File: src/rtl/audio_hit_segmenter_macros.svh
// Assertion macros shared by the audio hit segmenter RTL.
// Every module that uses them has ports named clk and rst.
`ifndef AUDIO_HIT_SEGMENTER_MACROS_SVH
`define AUDIO_HIT_SEGMENTER_MACROS_SVH
`ifndef NO_ASSERTIONS
`define AHS_ASSERT(lbl, prop, msg) \
  lbl: assert property (@(posedge clk) disable iff (rst) prop) else $error(msg);
`define AHS_NEVER(lbl, expr, msg) \
  lbl: assert property (@(posedge clk) disable iff (rst) !(expr)) else $error(msg);
`else
`define AHS_ASSERT(lbl, prop, msg)
`define AHS_NEVER(lbl, expr, msg)
`endif
`endif

File: src/rtl/ahs_pkg.sv
// Package for the audio hit segmenter: widths, constants, types and
// constant dividers. No dependencies.
package ahs_pkg;

  localparam int SAMPLE_W     = 16;
  localparam int ADDR_W       = 12;
  localparam int CNT_W        = ADDR_W + 1;
  localparam int MAX_SAMPLES  = 1 << ADDR_W;
  localparam int SEG_CNT_W    = 7;
  localparam logic [SEG_CNT_W-1:0] MAX_SEGMENTS = 7'd64;
  localparam int ENV_FRAC     = 15;
  localparam int ENV_W        = 31;
  localparam int QDEPTH       = 4;
  localparam int QPTR_W       = 2;

  localparam logic [1:0] FADE_IN_LEN = 2'd2;

  // configuration register indexes
  localparam int CFG_IDX_W = 8;
  localparam logic [CFG_IDX_W-1:0] REG_HIT_THRESHOLD = 8'd0;
  localparam logic [CFG_IDX_W-1:0] REG_NOISE_FLOOR   = 8'd1;
  localparam logic [CFG_IDX_W-1:0] REG_FADE_PERMILLE = 8'd2;
  localparam logic [CFG_IDX_W-1:0] REG_MIN_LENGTH    = 8'd3;

  // reciprocal constants, floor(2^k / d)
  localparam logic [17:0] DIV10_M   = 18'd209715;  // k = 21
  localparam logic [11:0] DIV3_M    = 12'd2730;    // k = 13
  localparam logic [11:0] DIV1000_M = 12'd2097;    // k = 21

  typedef enum logic [3:0] {
    S_LOAD, S_SCAN_RD, S_SCAN_EV, S_BACK_RD, S_BACK_EV, S_ENV_RD0, S_ENV_INIT,
    S_ENV_RD, S_ENV_EV, S_ENV_D1, S_ENV_D2, S_EMIT, S_FINISH
  } front_state_t;

  typedef enum logic [1:0] {B_IDLE, B_DIV3, B_MUL, B_DIV} back_state_t;

  // segment word between scanner and fade-out unit
  typedef struct packed {
    logic [ADDR_W-1:0] seg_start;
    logic [CNT_W-1:0]  seg_end;
    logic              none;
    logic              last;
  } seg_word_t;

  typedef struct packed {
    logic [17:0] q;
    logic [3:0]  r;
  } div10_t;

  function automatic logic [SAMPLE_W-1:0] mag(input logic [SAMPLE_W-1:0] s);
    mag = s[SAMPLE_W-1] ? SAMPLE_W'(~s + 1'b1) : s;
  endfunction

  // x < 2^21: estimate is low by at most one, then one correction
  function automatic div10_t div10(input logic [20:0] x);
    logic [38:0] p;
    logic [17:0] q0;
    logic [4:0]  r0;
    p  = 39'(x) * 39'(DIV10_M);
    q0 = p[38:21];
    r0 = 5'(x - 21'(21'(q0) * 21'd10));
    if (r0 >= 5'd10) begin
      div10.q = q0 + 18'd1;
      div10.r = 4'(r0 - 5'd10);
    end else begin
      div10.q = q0;
      div10.r = r0[3:0];
    end
  endfunction

  function automatic logic [10:0] div3(input logic [CNT_W-1:0] x);
    logic [24:0] p;
    logic [11:0] q0;
    logic [2:0]  r0;
    p  = 25'(x) * 25'(DIV3_M);
    q0 = p[24:13];
    r0 = 3'(x - 13'(13'(q0) * 13'd3));
    div3 = (r0 >= 3'd3) ? 11'(q0 + 12'd1) : 11'(q0);
  endfunction

  function automatic logic [10:0] div1000(input logic [20:0] x);
    logic [32:0] p;
    logic [11:0] q0;
    logic [10:0] r0;
    p  = 33'(x) * 33'(DIV1000_M);
    q0 = p[32:21];
    r0 = 11'(x - 21'(21'(q0) * 21'd1000));
    div1000 = (r0 >= 11'd1000) ? 11'(q0 + 12'd1) : 11'(q0);
  endfunction

endpackage

File: src/rtl/ahs_back.sv
// Back end: fade-out length per segment and the result register.
// Depends on ahs_pkg and audio_hit_segmenter_macros.svh.
`include "audio_hit_segmenter_macros.svh"
module ahs_back import ahs_pkg::*; (
  input  logic              clk,
  input  logic              rst,
  input  seg_word_t         q_rdata,
  input  logic              q_empty,
  output logic              q_pop,
  input  logic [9:0]        fadeout_permille,
  output logic              empty,
  input  logic              pop,
  output logic [ADDR_W-1:0] segment_start,
  output logic [CNT_W-1:0]  segment_end,
  output logic [1:0]        fade_in_length,
  output logic [10:0]       fade_out_length,
  output logic              no_segment,
  output logic              is_last_segment
);

  back_state_t state, state_next;
  seg_word_t   cur;
  logic [10:0] q3;
  logic [20:0] prod;
  logic        out_valid;
  logic        pop_ok;
  logic        load_out;

  assign empty    = !out_valid;
  assign pop_ok   = pop && out_valid;
  assign load_out = (state == B_DIV) && (!out_valid || pop_ok);

  // step sequencer
  always_comb begin
    state_next = state;
    q_pop      = 1'b0;
    case (state)
      B_IDLE: begin
        if (!q_empty) begin
          q_pop      = 1'b1;
          state_next = B_DIV3;
        end
      end
      B_DIV3: state_next = B_MUL;
      B_MUL:  state_next = B_DIV;
      B_DIV: begin
        if (!out_valid || pop_ok) state_next = B_IDLE;
      end
      default: state_next = B_IDLE;
    endcase
  end

  always_ff @(posedge clk) begin
    if (rst) begin
      state     <= B_IDLE;
      out_valid <= 1'b0;
    end else begin
      state <= state_next;
      if (load_out) begin
        out_valid <= 1'b1;
      end else if (pop_ok) begin
        out_valid <= 1'b0;
      end
    end
  end

  // (len / 3) * permille / 1000, one step a cycle while the result register can take the result
  always_ff @(posedge clk) begin
    if (state == B_IDLE && !q_empty) cur <= q_rdata;
    if (state == B_DIV3) q3 <= div3(cur.seg_end - CNT_W'(cur.seg_start));
    if (state == B_MUL)  prod <= 21'(q3) * 21'(fadeout_permille);
    if (load_out) begin
      segment_start   <= cur.seg_start;
      segment_end     <= cur.seg_end;
      fade_in_length  <= cur.none ? 2'd0 : FADE_IN_LEN;
      fade_out_length <= div1000(prod);
      no_segment      <= cur.none;
      is_last_segment <= cur.last;
    end
  end

  `AHS_NEVER(a_fo_range, out_valid && (fade_out_length > 11'd1365), "fade-out out of range")

endmodule

File: config.mk
export PLATFORM = sky130hd
export DESIGN_NAME = ahs_back
export DESIGN_NICKNAME = d
export VERILOG_FILES = /design/src/rtl/ahs_pkg.sv /design/src/rtl/ahs_back.sv
export VERILOG_INCLUDE_DIRS = /design/src /design/src/rtl
export SDC_FILE = /design/constraint.sdc
export NUM_CORES = 1
export LEC_CHECK = 0
export BUFFER_PORTS_ARGS = -buffer_cell sky130_fd_sc_hd__buf_2
export CAP_MARGIN = 20
export CORE_MARGIN = 5
export CORE_UTILIZATION = 25
export CTS_BUF_LIST = sky130_fd_sc_hd__clkbuf_8
export DETAILED_ROUTE_END_ITERATION = 10
export GPL_TIMING_DRIVEN = 0
export PLACE_DENSITY = 0.49
export SETUP_SLACK_MARGIN = 0.4
export SLEW_MARGIN = 20
export SYNTH_ARGS = -nofsm -noshare
export SYNTH_HDL_FRONTEND = slang
export SYNTH_SLANG_ARGS = --single-unit
export TNS_END_PERCENT = 10
File: constraint.sdc
create_clock -name clk -period 18.65 [get_ports clk]
set_input_delay 4.6625 -clock clk [delete_from_list [all_inputs] [get_ports clk]]
set_output_delay 4.6625 -clock clk [all_outputs]
set_load 0.01 [all_outputs]
==> out/metrics.yaml <==
placed_design:
  place_congestion: 0.793
  hpwl_microns: 23000
  port_buffers: 81
clock_tree:
  worstSkewPairLatency_ns: 0.41
  numClockSinks: 101
  clk_pin_slew_ns: 0.11
  cts-htree-levels: 3
  cts_root_buf: "clkbuf_8"
  cts_tree: "built"
  hold_buffers: 0
  cts_made_buffers: 9
  cts_setup_buffers: 0
  cts.path.max_buffers: 2
  post_cts_resized: 0
detailed_routing:
  wl_per_cell_microns: 13.2
  dr.pass1.iters: 4
  routed_wl_microns: 26700
  postRouteAntennaNets: 0
  drt_iter0_drc: 263
  drc: 0
  vias: 8485
  vias_per_cell: 4.21
critical_path:
  slowest_delay_ns: 0.70
  cp-start-kind: "flop"
  worstPathArrival_ns: 10.21
  path_max_fanout: 9
  slowest_stage: "xor2_1"
  cp-end-kind: "flop"
  rrSetupSlack_ns: 8.62
  crit_type: "flop to flop"
  crit_required_ns: 18.83
timing:
  skew_ns: 0.0192
  setup_tns_ns: 0
  worst_slew_pin_slew_ns: 0.989
  fin_crit_sh: 0.538
  maxSlewViolCount: 0
  setup_viol: 0
  hold_viol: 0
  period_needed_ns: 10.03
  rsz0062_at_grt: "false"
  maxSlewHeadroom: 0.341
  fmax_ghz: 0.0997
grt:
  grt_pass1_vias: 9303
  grt_use_total: 0.0963
  grt_pass1_wl_microns: 45300
  antenna_found_initial: 2
  grt_max_degree: 27
  gr-total-overflow: 0
min_path:
  min_path_type: "flop to flop"
floorplanning:
  dieWidth_microns: 239
  core_sq_um: 52300
  rows: 84
  dieArea_sq_um: 57400
  start_util: 0.252
  io_pins: 83
  die_h_microns: 239
synthesis:
  synth_area_per_cell_sq_um: 10.7
  synthArstFlopShare: 0
  synth_seq_cells: 101
  synth_edf_count: 98
  synth_warnings: 0
  syn-num-nets: 1687
  yosysSeqAreaShare: 0.228
  synth_top_flop_cell: "edfxtp_1"
  ys_types: 62
  synth_area_sq_um: 13200
  syn_inst: 1228
finish:
  layout.nets: 1781
  fillCellCount: 5485
  final_common_cell: "ha_1"
  drive_gt1_frac: 0.0919
  areaGrowthSynthToFinish_pct: 11.7
  insertedDiodeCount: 0
  final_cell_mix: "278 x ha_1, 228 x inv_1, 140 x fa_1, 98 x edfxtp_1, 81 x buf_2"
flow_run:
  max_cap_violations: 0
run_status:
  status: "finished, final reports clean"
[registers in the layout, summed over array words and instances (netlist names)]
register / count
fade_out_length: 11
out_valid: 1
prod: 21
segment_start: 12
no_segment: 1
is_last_segment: 1
cur: 27
segment_end: 13
state: 2
q3: 11
fade_in_length: 1
[worst max-delay path, delay by kind of cell, from the launching register on]
kind	cells	cell delay (ns)
simple gates	7	1.70
flops	1	0.58
buf+inv	7	0.47
mux	1	0.35
fa+ha+maj	12	4.78
compound gates	4	0.67
xor+xnor	4	1.22
[cell families (layout without fill, tap and decap cells)]
| group | Yosys count | after routing | synth area share |
|---|---|---|---|
| muxes | 3 | 3 | 0.00266 |
| other | 1 | 1 | 0.000285 |
| and+or+nand+nor | 237 | 237 | 0.0908 |
| buffers and inverters | 248 | 347 | 0.0710 |
| xor gates and xnor gates | 91 | 91 | 0.0616 |
| AOI/OAI and AO/OA | 128 | 128 | 0.0678 |
| DFF | 101 | 101 | 0.228 |
| adders and majority gates | 419 | 419 | 0.478 |
[cells in the mapped netlist, types with 4 or more instances]
| library cell | count | area (sq um) |
|---|---|---|
| a211oi_1 | 8 | 60.1 |
| a21o_1 | 11 | 82.6 |
| a21oi_1 | 34 | 170 |
| a31oi_1 | 4 | 25.0 |
| and2_1 | 54 | 338 |
| and3_1 | 7 | 43.8 |
| clkbuf_1 | 19 | 71.3 |
| edfxtp_1 | 98 | 2940 |
| fa_1 | 140 | 2800 |
| ha_1 | 278 | 3480 |
| inv_1 | 228 | 856 |
| nand2_1 | 69 | 259 |
| nand3_1 | 17 | 85.1 |
| nand4_1 | 4 | 25.0 |
| nor2_1 | 42 | 158 |
| nor2b_1 | 10 | 62.6 |
| nor3_1 | 13 | 65.1 |
| o211ai_1 | 5 | 37.5 |
| o21a_1 | 10 | 75.1 |
| o21ai_0 | 19 | 95.1 |
| o21bai_1 | 8 | 60.1 |
| o31ai_1 | 4 | 30.0 |
| or2_2 | 5 | 31.3 |
| xnor2_1 | 62 | 543 |
| xor2_1 | 28 | 245 |
[routing by layer]
layer / GRT usage / share of wire / up-vias
met5: 0 / 0.00083 / -
li1: - / - / 4268
met1: 0.118 / 0.45 / 4141
met2: 0.177 / 0.52 / 46
met3: 0.0180 / 0.022 / 26
met4: 0.0185 / 0.013 / 4
[cell type report]
| type | count | area [sq um] | share of cell area |
|---|---|---|---|
| buffer | 20 | 78.8 | 0.00536 |
| clock buffer | 9 | 124 | 0.00843 |
| clock inverter | 7 | 90.1 | 0.00613 |
| inverter | 228 | 856 | 0.0582 |
| multi-input combinational | 879 | 9240 | 0.629 |
| sequential | 101 | 3000 | 0.204 |
| tap | 688 | 861 | 0.0586 |
| timing repair buffer | 83 | 445 | 0.0303 |
[stage by stage]
step           instance area [sq um]  utilization  std cells  setup WS, ns  hold slack, ns
3_3_place_gp                   14400        0.276       1997          6.86           0.401
3_5_place_dp                   14500        0.277       1999          8.37           0.413
2_1_floorplan                  13200            -       1228          7.96           0.400
6_report                       14700        0.281       2015          8.62           0.438
4_1_cts                        14700        0.281       2015          8.49           0.440
5_1_grt                        14700        0.281       2015          7.95           0.455
[worst paths after layout]
kind	start	end	depth (start not counted)
worst max-delay path	prod[10]	fade_out_length[8]	35
worst min register to register	cur[0]	is_last_segment	0
worst max register to register	prod[10]	fade_out_length[8]	35
worst min-delay path	cur[0]	is_last_segment	0
Power is not shown: default switching activity piles up to over one toggle a cycle in this logic, so the estimate is an artifact.
