--- src/rtl/audio_hit_segmenter_macros.svh ---
// Assertion macros shared by the audio hit segmenter RTL.
// Every module that uses them has ports named clk and rst.
`ifndef AUDIO_HIT_SEGMENTER_MACROS_SVH
`define AUDIO_HIT_SEGMENTER_MACROS_SVH
`ifndef NO_ASSERTIONS
`define AHS_ASSERT(lbl, prop, msg) \
  lbl: assert property (@(posedge clk) disable iff (rst) prop) else $error(msg);
`define AHS_NEVER(lbl, expr, msg) \
  lbl: assert property (@(posedge clk) disable iff (rst) !(expr)) else $error(msg);
`else
`define AHS_ASSERT(lbl, prop, msg)
`define AHS_NEVER(lbl, expr, msg)
`endif
`endif

--- src/rtl/ahs_pkg.sv ---
// Package for the audio hit segmenter: widths, constants, types and
// constant dividers. No dependencies.
package ahs_pkg;

  localparam int SAMPLE_W     = 16;
  localparam int ADDR_W       = 12;
  localparam int CNT_W        = ADDR_W + 1;
  localparam int MAX_SAMPLES  = 1 << ADDR_W;
  localparam int SEG_CNT_W    = 7;
  localparam logic [SEG_CNT_W-1:0] MAX_SEGMENTS = 7'd64;
  localparam int ENV_FRAC     = 15;
  localparam int ENV_W        = 31;
  localparam int QDEPTH       = 4;
  localparam int QPTR_W       = 2;

  localparam logic [1:0] FADE_IN_LEN = 2'd2;

  // configuration register indexes
  localparam int CFG_IDX_W = 8;
  localparam logic [CFG_IDX_W-1:0] REG_HIT_THRESHOLD = 8'd0;
  localparam logic [CFG_IDX_W-1:0] REG_NOISE_FLOOR   = 8'd1;
  localparam logic [CFG_IDX_W-1:0] REG_FADE_PERMILLE = 8'd2;
  localparam logic [CFG_IDX_W-1:0] REG_MIN_LENGTH    = 8'd3;

  // reciprocal constants, floor(2^k / d)
  localparam logic [17:0] DIV10_M   = 18'd209715;  // k = 21
  localparam logic [11:0] DIV3_M    = 12'd2730;    // k = 13
  localparam logic [11:0] DIV1000_M = 12'd2097;    // k = 21

  typedef enum logic [3:0] {
    S_LOAD, S_SCAN_RD, S_SCAN_EV, S_BACK_RD, S_BACK_EV, S_ENV_RD0, S_ENV_INIT,
    S_ENV_RD, S_ENV_EV, S_ENV_D1, S_ENV_D2, S_EMIT, S_FINISH
  } front_state_t;

  typedef enum logic [1:0] {B_IDLE, B_DIV3, B_MUL, B_DIV} back_state_t;

  // segment word between scanner and fade-out unit
  typedef struct packed {
    logic [ADDR_W-1:0] seg_start;
    logic [CNT_W-1:0]  seg_end;
    logic              none;
    logic              last;
  } seg_word_t;

  typedef struct packed {
    logic [17:0] q;
    logic [3:0]  r;
  } div10_t;

  function automatic logic [SAMPLE_W-1:0] mag(input logic [SAMPLE_W-1:0] s);
    mag = s[SAMPLE_W-1] ? SAMPLE_W'(~s + 1'b1) : s;
  endfunction

  // x < 2^21: estimate is low by at most one, then one correction
  function automatic div10_t div10(input logic [20:0] x);
    logic [38:0] p;
    logic [17:0] q0;
    logic [4:0]  r0;
    p  = 39'(x) * 39'(DIV10_M);
    q0 = p[38:21];
    r0 = 5'(x - 21'(21'(q0) * 21'd10));
    if (r0 >= 5'd10) begin
      div10.q = q0 + 18'd1;
      div10.r = 4'(r0 - 5'd10);
    end else begin
      div10.q = q0;
      div10.r = r0[3:0];
    end
  endfunction

  function automatic logic [10:0] div3(input logic [CNT_W-1:0] x);
    logic [24:0] p;
    logic [11:0] q0;
    logic [2:0]  r0;
    p  = 25'(x) * 25'(DIV3_M);
    q0 = p[24:13];
    r0 = 3'(x - 13'(13'(q0) * 13'd3));
    div3 = (r0 >= 3'd3) ? 11'(q0 + 12'd1) : 11'(q0);
  endfunction

  function automatic logic [10:0] div1000(input logic [20:0] x);
    logic [32:0] p;
    logic [11:0] q0;
    logic [10:0] r0;
    p  = 33'(x) * 33'(DIV1000_M);
    q0 = p[32:21];
    r0 = 11'(x - 21'(21'(q0) * 21'd1000));
    div1000 = (r0 >= 11'd1000) ? 11'(q0 + 12'd1) : 11'(q0);
  endfunction

endpackage

--- src/rtl/ahs_seg_queue.sv ---
// Short segment queue between scanner and fade-out unit.
// Depends on ahs_pkg and audio_hit_segmenter_macros.svh.
`include "audio_hit_segmenter_macros.svh"
module ahs_seg_queue import ahs_pkg::*; (
  input  logic      clk,
  input  logic      rst,
  input  logic      q_push,
  input  seg_word_t q_wdata,
  output logic      q_full,
  input  logic      q_pop,
  output seg_word_t q_rdata,
  output logic      q_empty
);

  seg_word_t           slots [QDEPTH];
  logic [QPTR_W-1:0]   wptr;
  logic [QPTR_W-1:0]   rptr;
  logic [QPTR_W:0]     count;
  logic                do_push;
  logic                do_pop;

  assign q_full  = (count == (QPTR_W+1)'(QDEPTH));
  assign q_empty = (count == '0);
  assign q_rdata = slots[rptr];
  assign do_push = q_push && !q_full;
  assign do_pop  = q_pop && !q_empty;

  // word storage
  always_ff @(posedge clk) begin
    if (do_push) slots[wptr] <= q_wdata;
  end

  // pointers and fill count
  always_ff @(posedge clk) begin
    if (rst) begin
      wptr  <= '0;
      rptr  <= '0;
      count <= '0;
    end else begin
      if (do_push) wptr <= wptr + 1'b1;
      if (do_pop)  rptr <= rptr + 1'b1;
      if (do_push && !do_pop) begin
        count <= count + 1'b1;
      end else if (do_pop && !do_push) begin
        count <= count - 1'b1;
      end
    end
  end

  `AHS_ASSERT(a_q_count, count <= (QPTR_W+1)'(QDEPTH), "queue count past depth")

endmodule

--- config.mk ---
export PLATFORM = sky130hd
export DESIGN_NAME = ahs_seg_queue
export DESIGN_NICKNAME = d
export VERILOG_FILES = /design/src/rtl/ahs_pkg.sv /design/src/rtl/ahs_seg_queue.sv
export VERILOG_INCLUDE_DIRS = /design/src /design/src/rtl
export SDC_FILE = /design/constraint.sdc
export NUM_CORES = 1
export LEC_CHECK = 0
export BUFFER_PORTS_ARGS = -buffer_cell sky130_fd_sc_hd__buf_2
export CORE_UTILIZATION = 40
export CTS_BUF_LIST = sky130_fd_sc_hd__clkbuf_4
export DETAILED_ROUTE_END_ITERATION = 10
export PLACE_DENSITY_LB_ADDON = 0.08
export SLEW_MARGIN = 0
export SYNTH_ARGS = -nofsm -noshare
export SYNTH_HDL_FRONTEND = slang
export SYNTH_SLANG_ARGS = --single-unit
--- constraint.sdc ---
create_clock -name clk -period 3.8 [get_ports clk]
set_input_delay 0.76 -clock clk [delete_from_list [all_inputs] [get_ports clk]]
set_output_delay 0.76 -clock clk [all_outputs]
set_load 0.02 [all_outputs]
==> results of run 1 <==
## through the flow
stage	hold slack, ns	utilization	worst slack, ns	area [µm²]
6_report	0.4855	0.4939	0.8714	5167
5_1_grt	0.4280	0.4939	0.6422	5167
4_1_cts	0.4244	0.4939	0.7376	5167
3_5_place_dp	0.5132	0.4669	1.286	4885
3_3_place_gp	0.4992	0.4669	1.303	4885
2_1_floorplan	0.4818	-	1.574	4388
## routing by layer
layer  vias to the layer above  part of all wire  track usage
met5                         -                 0            0
li1                        944                 -            -
met2                        41              0.51       0.2346
met1                      1057              0.44       0.1851
met4                         0            0.0084      0.06458
met3                         5             0.040      0.05046
## flip-flops by register name, indices dropped and copies added (netlist names), named ones only
name and cells:
count 3, rptr 2, slots 108, wptr 2
## worst max-delay path: stages (launching register included)
cell	delay (ns)
dfxtp_2	0.69
buf_4	0.31
mux4_2	0.52
buf_2	0.17
## synthesized netlist by cell type
cell type  instances
a21oi_1            2
and2_1             4
buf_12             2
buf_2              3
buf_6              1
clkbuf_1           1
dfxtp_1            9
edfxtp_1         108
fa_1               1
ha_1               5
inv_1              4
mux2i_1            2
mux4_2            27
nand2b_1           2
nor2_1             5
nor2_2             1
nor3_1             1
nor3b_2            1
o21ai_0            2
o311ai_1           1
o31ai_2            1
or3_1              2
xor2_1             4
## path summary, 6_finish.rpt
kind	from	endpoint	slack (ns)	cells after the start
max	flop	q_rdata[13]	0.87	3
max reg2reg	count[0]	count[2]	1.64	8
min	q_wdata[6]	slots[1][6]	0.49	1
min reg2reg	wptr[1]	wptr[1]	0.52	2
## layout make-up
| class | count | area, µm² | share of cell area |
|---|---|---|---|
| timing repair buffer | 69 | 395.4 | 0.07651 |
| sequential | 117 | 3425 | 0.6627 |
| clock buffer | 20 | 150.1 | 0.02906 |
| tap | 136 | 170.2 | 0.03293 |
| clock inverter | 12 | 132.6 | 0.02567 |
| multi-input combinational | 61 | 879.6 | 0.1702 |
| inverter | 4 | 15.01 | 0.002906 |
## where the power goes
group          switching, W  internal, W  leakage (nW)
combinational      0.000461     0.000401         0.568
clock              0.000450     0.000414         0.149
sequential        0.0000993      0.00155          1.06
## cell families after synthesis
logic type	synth area share
AOI/OAI and AO/OA	0.009410
xor gates and xnor gates	0.007983
adders and majority gates	0.01882
buffers and inverters	0.01939
DFF	0.7802
muxes	0.1431
and+or+nand+nor	0.02110
==> out/metrics.csv, run 1 <==
metric;value;unit
status;completed;
post-route insts no fill;419;
placed insts;387;
Final Total Pwr;0.003377;W
# port buffers;59;
Post-CTS Setup Bufs;0;
setup TNS;0;ns
height of the die;106.7;µm
Syn Std Cell Area;0.004388;mm²
gp weighted congestion;0.6851;
root buffer cell;clkbuf_4;
total leakage power;1.782;nW
pwr/cell area;653.4;mW/mm²
Avg WL per Cell;17.98;µm
Hold Violations, Final;0;
Synth area leader;edfxtp_1;
drc violations;0;
TritonRoute pass-1 iters;6;
CTS Buf Count;17;
period utilization;0.7707;
first-pass GRT wire length;12.02;mm
Via density;4.885;
HP Class;in -> reg;
commonest non-fill, non-tap cell in the layout;edfxtp_1;
Arr. time, crit path;2.17;ns
Total Wirelength;7.532;mm
Routed Antenna Nets;0;
Die W;106.7;µm
# clock sinks;117;
GRT overflow;0;
worst-margin pin slew;0.7338;ns
fraction of layout cells with a size suffix above 1;0.4664;
Max Clock Skew;0.01269;ns
fill count;925;
Clk Latency, worst-skew pair;0.48;ns
Worst Setup End Kind;output pin;
largest cells by area after synthesis;edfxtp_1 (74%), mux4_2 (14%), dfxtp_1 (4.1%), ha_1 (1.4%), buf_12 (0.91%);
worst vdd ir;0.2638;mV
H-tree depth;4;
fmax;0.3415;GHz
WS Path Type;reg -> out;
setup repair after global routing missed its margin;no;
IO Count;60;
Clock transition at path regs;0.11;ns
core area;0.01046;mm²
largest net degree at the start of global routing;17;
Initial Utilization;0.4194;
#FFs+latches synth;117;
Tmin final;2.929;ns
GRT Total Usage;0.1479;
Cell variety after synth;23;
register area share after synthesis;0.7802;
ant diodes;0;
CTS tree;yes;
Final setup viols;0;
Synth Net Count;226;
Synth top area share;0.7391;
DR iter-0 viols;56;
initial antenna violation count;0;
Clock Tree Buf Depth;2;
commonest non-fill, non-tap cells in the layout;edfxtp_1 (108), buf_2 (59), mux4_2 (27), clkbuf_4 (20);
Post-DP HPWL;4.996;mm
Avg Inst Size Synth;23.22;µm²
Synth Instances;189;
Slew Viols, Final;0;
Max Cap Viol;0;
CTS Hold Buffers Added;0;
vias post-DR;2047;
P&R area growth vs syn;17.76;%
post-CTS sizing;0;
final net count;307;
critical path data required time;3.04;ns
vias in the first global route;2215;
Die Area;0.01139;mm²
Synth warnings;0;
Slew headroom;0.5108;
Rows;37;
crit start category;flop;
CP Max Fanout;15;
No activity file was read; power rests on OpenSTA's default activity.
==> inputs of run 2 (changes only) <==
Clock period 3.8 ns to 2.6 ns, I/O delays scaled along.
==> run 2 against run 1 <==
  * Via count increased by 1.5%
  * Critical endpoint is now q_rdata[25]
  * Clock skew increased by 0.0034 ns
  * Worst setup slack got worse by 0.72 ns
  * Sequential share of layout area decreased by 0.95 points
  * Highest routed layer unchanged
  * Hold slack got worse by 0.25 ns
==> out/metrics.csv, run 2 (synthesis gave the netlist of run 1 again) <==
metric;value;unit;change
post-route insts no fill;419;;unchanged
GRT overflow;0;;unchanged
Largest Register;slots;;
met3 usage;0.05775;;+0.007295
IO Count;60;;unchanged
Rows;37;;unchanged
met1 GRT Util;0.1836;;-0.001529
Clock transition at path regs;0.10;ns;about the same
GRT Total Usage;0.1486;;+0.0006271
Tmin final;2.444;ns;
status;completed;;
Max Clock Skew;0.01604;ns;+0.003353 ns
commonest non-fill, non-tap cells in the layout;edfxtp_1 (108), buf_2 (59), mux4_2 (27), clkbuf_4 (20);;
Clock Tree Buf Depth;2;;unchanged
vias in the first global route;2231;;+0.72%
Via density;4.957;;+1.5%
post-CTS sizing;0;;unchanged
fill count;903;;-2.4%
# clock sinks;117;;unchanged
CTS Buf Count;17;;unchanged
met2 usage;0.2327;;-0.001843
vias post-DR;2077;;+1.5%
WS Path Type;reg -> out;;
FF-to-FF setup slack;0.43;ns;-1.21 ns
fmax;0.4092;GHz;
Die Area;0.01139;mm²;unchanged
Post-CTS Setup Bufs;0;;unchanged
largest net degree at the start of global routing;24;;+7
HP Class;in -> reg;;
first-pass GRT wire length;11.90;mm;-1.0%
Worst Setup End Kind;output pin;;
gp weighted congestion;0.6355;;-7.2%
final core occ;0.5011;;+0.007175
P&R area growth vs syn;19.48;%;
height of the die;106.7;µm;unchanged
Multi-input gate area;879.6;µm²;unchanged
max reg flops;108;;unchanged
initial antenna violation count;0;;unchanged
Slew Viols, Final;0;;unchanged
GR peak layer;met2;;
core area;0.01046;mm²;unchanged
pwr/cell area;1008;mW/mm²;+54%
placed insts;387;;unchanged
critical path data required time;2.08;ns;-0.96 ns
H-tree depth;4;;unchanged
Hold Violations, Final;0;;unchanged
drc violations;0;;unchanged
total leakage power;1.828;nW;+2.6%
CTS tree;yes;;
setup TNS;0;ns;unchanged
Post-DP HPWL;4.569;mm;-8.5%
Fin Hold WS;0.2390;ns;-0.2465 ns
Initial Utilization;0.4194;;unchanged
CTS Hold Buffers Added;0;;unchanged
worst vdd ir;0.3607;mV;+37%
Slew headroom;0.7612;;+0.2504
worst-margin pin slew;0.3526;ns;-0.3812 ns
final net count;307;;unchanged
TritonRoute pass-1 iters;4;;-2
period utilization;0.9400;;
Clk Latency, worst-skew pair;0.49;ns;about the same
Die W;106.7;µm;unchanged
crit start category;flop;;
Total Wirelength;7.356;mm;-2.3%
commonest non-fill, non-tap cell in the layout;edfxtp_1;;
setup repair after global routing missed its margin;no;;
Routed Antenna Nets;0;;unchanged
fraction of layout cells with a size suffix above 1;0.4594;;-0.007067
Largest regs;slots: 108 flops, count: 3 flops;;
Final Total Pwr;0.005282;W;+56%
# port buffers;59;;unchanged
DR iter-0 viols;71;;+27%
ant diodes;0;;unchanged
Reg area;0.003425;mm²;unchanged
root buffer cell;clkbuf_4;;
Max Cap Viol;0;;unchanged
CP Max Fanout;23;;+8
Avg WL per Cell;17.56;µm;-2.3%
Final setup viols;0;;unchanged
Arr. time, crit path;1.92;ns;-0.25 ns
-- run 2: cell count changes in the layout (fill, tap and decap cells not counted), sizes merged --
cell	delta
inv	-1
bufinv	+4
clkinvlp	-3
-- run 2: critical path, cell delays in order (launching register included) --
cell and delay, ns:
dfxtp_2 0.45, buf_12 0.26, mux4_2 0.54, buf_2 0.18
-- run 2: cell type report --
class,instances,share of cell area
Clock buffer,20,0.02864
Sequential cell,117,0.6532
Inverter,4,0.002864
Clock inverter,12,0.03962
Tap cell,136,0.03246
Multi-Input combinational cell,61,0.1678
Timing Repair Buffer,69,0.07542
-- run 2: report_power, final --
group | total, W | internal [W] | switching (W) | leakage (nW)
clock | 0.00160 | 0.000978 | 0.000622 | 0.196
combinational | 0.00132 | 0.000594 | 0.000726 | 0.569
sequential | 0.00236 | 0.00227 | 0.0000955 | 1.06
total | 0.00528 | 0.00384 | 0.00144 | 1.83
-- run 2: layer usage --
layer | routed length [µm] | share of wire | vias to the layer above
met2 | 3606 | 0.49 | 49
met5 | 0 | 0 | -
met4 | 110 | 0.015 | 0
met3 | 364 | 0.049 | 11
met1 | 3274 | 0.45 | 1070
li1 | - | - | 947
-- run 2: final timing paths --
check / startpoint / endpoint / depth (start not counted)
setup / recovery: flop / q_rdata[25] / 3
hold / removal: q_wdata[26] / slots[2][26] / 1
setup reg to reg: count[0] / count[2] / 8
hold reg to reg: rptr[1] / rptr[1] / 2
-- run 2: through the flow --
| step | area (µm²) | setup slack (ns) |
|---|---|---|
| after floorplan | 4388 | 0.5859 |
| after global placement | 4885 | 0.4519 |
| after detailed placement | 4885 | 0.3847 |
| after CTS | 5243 | 0.06810 |
| after global routing | 5243 | 0.02298 |
| final | 5243 | 0.1561 |
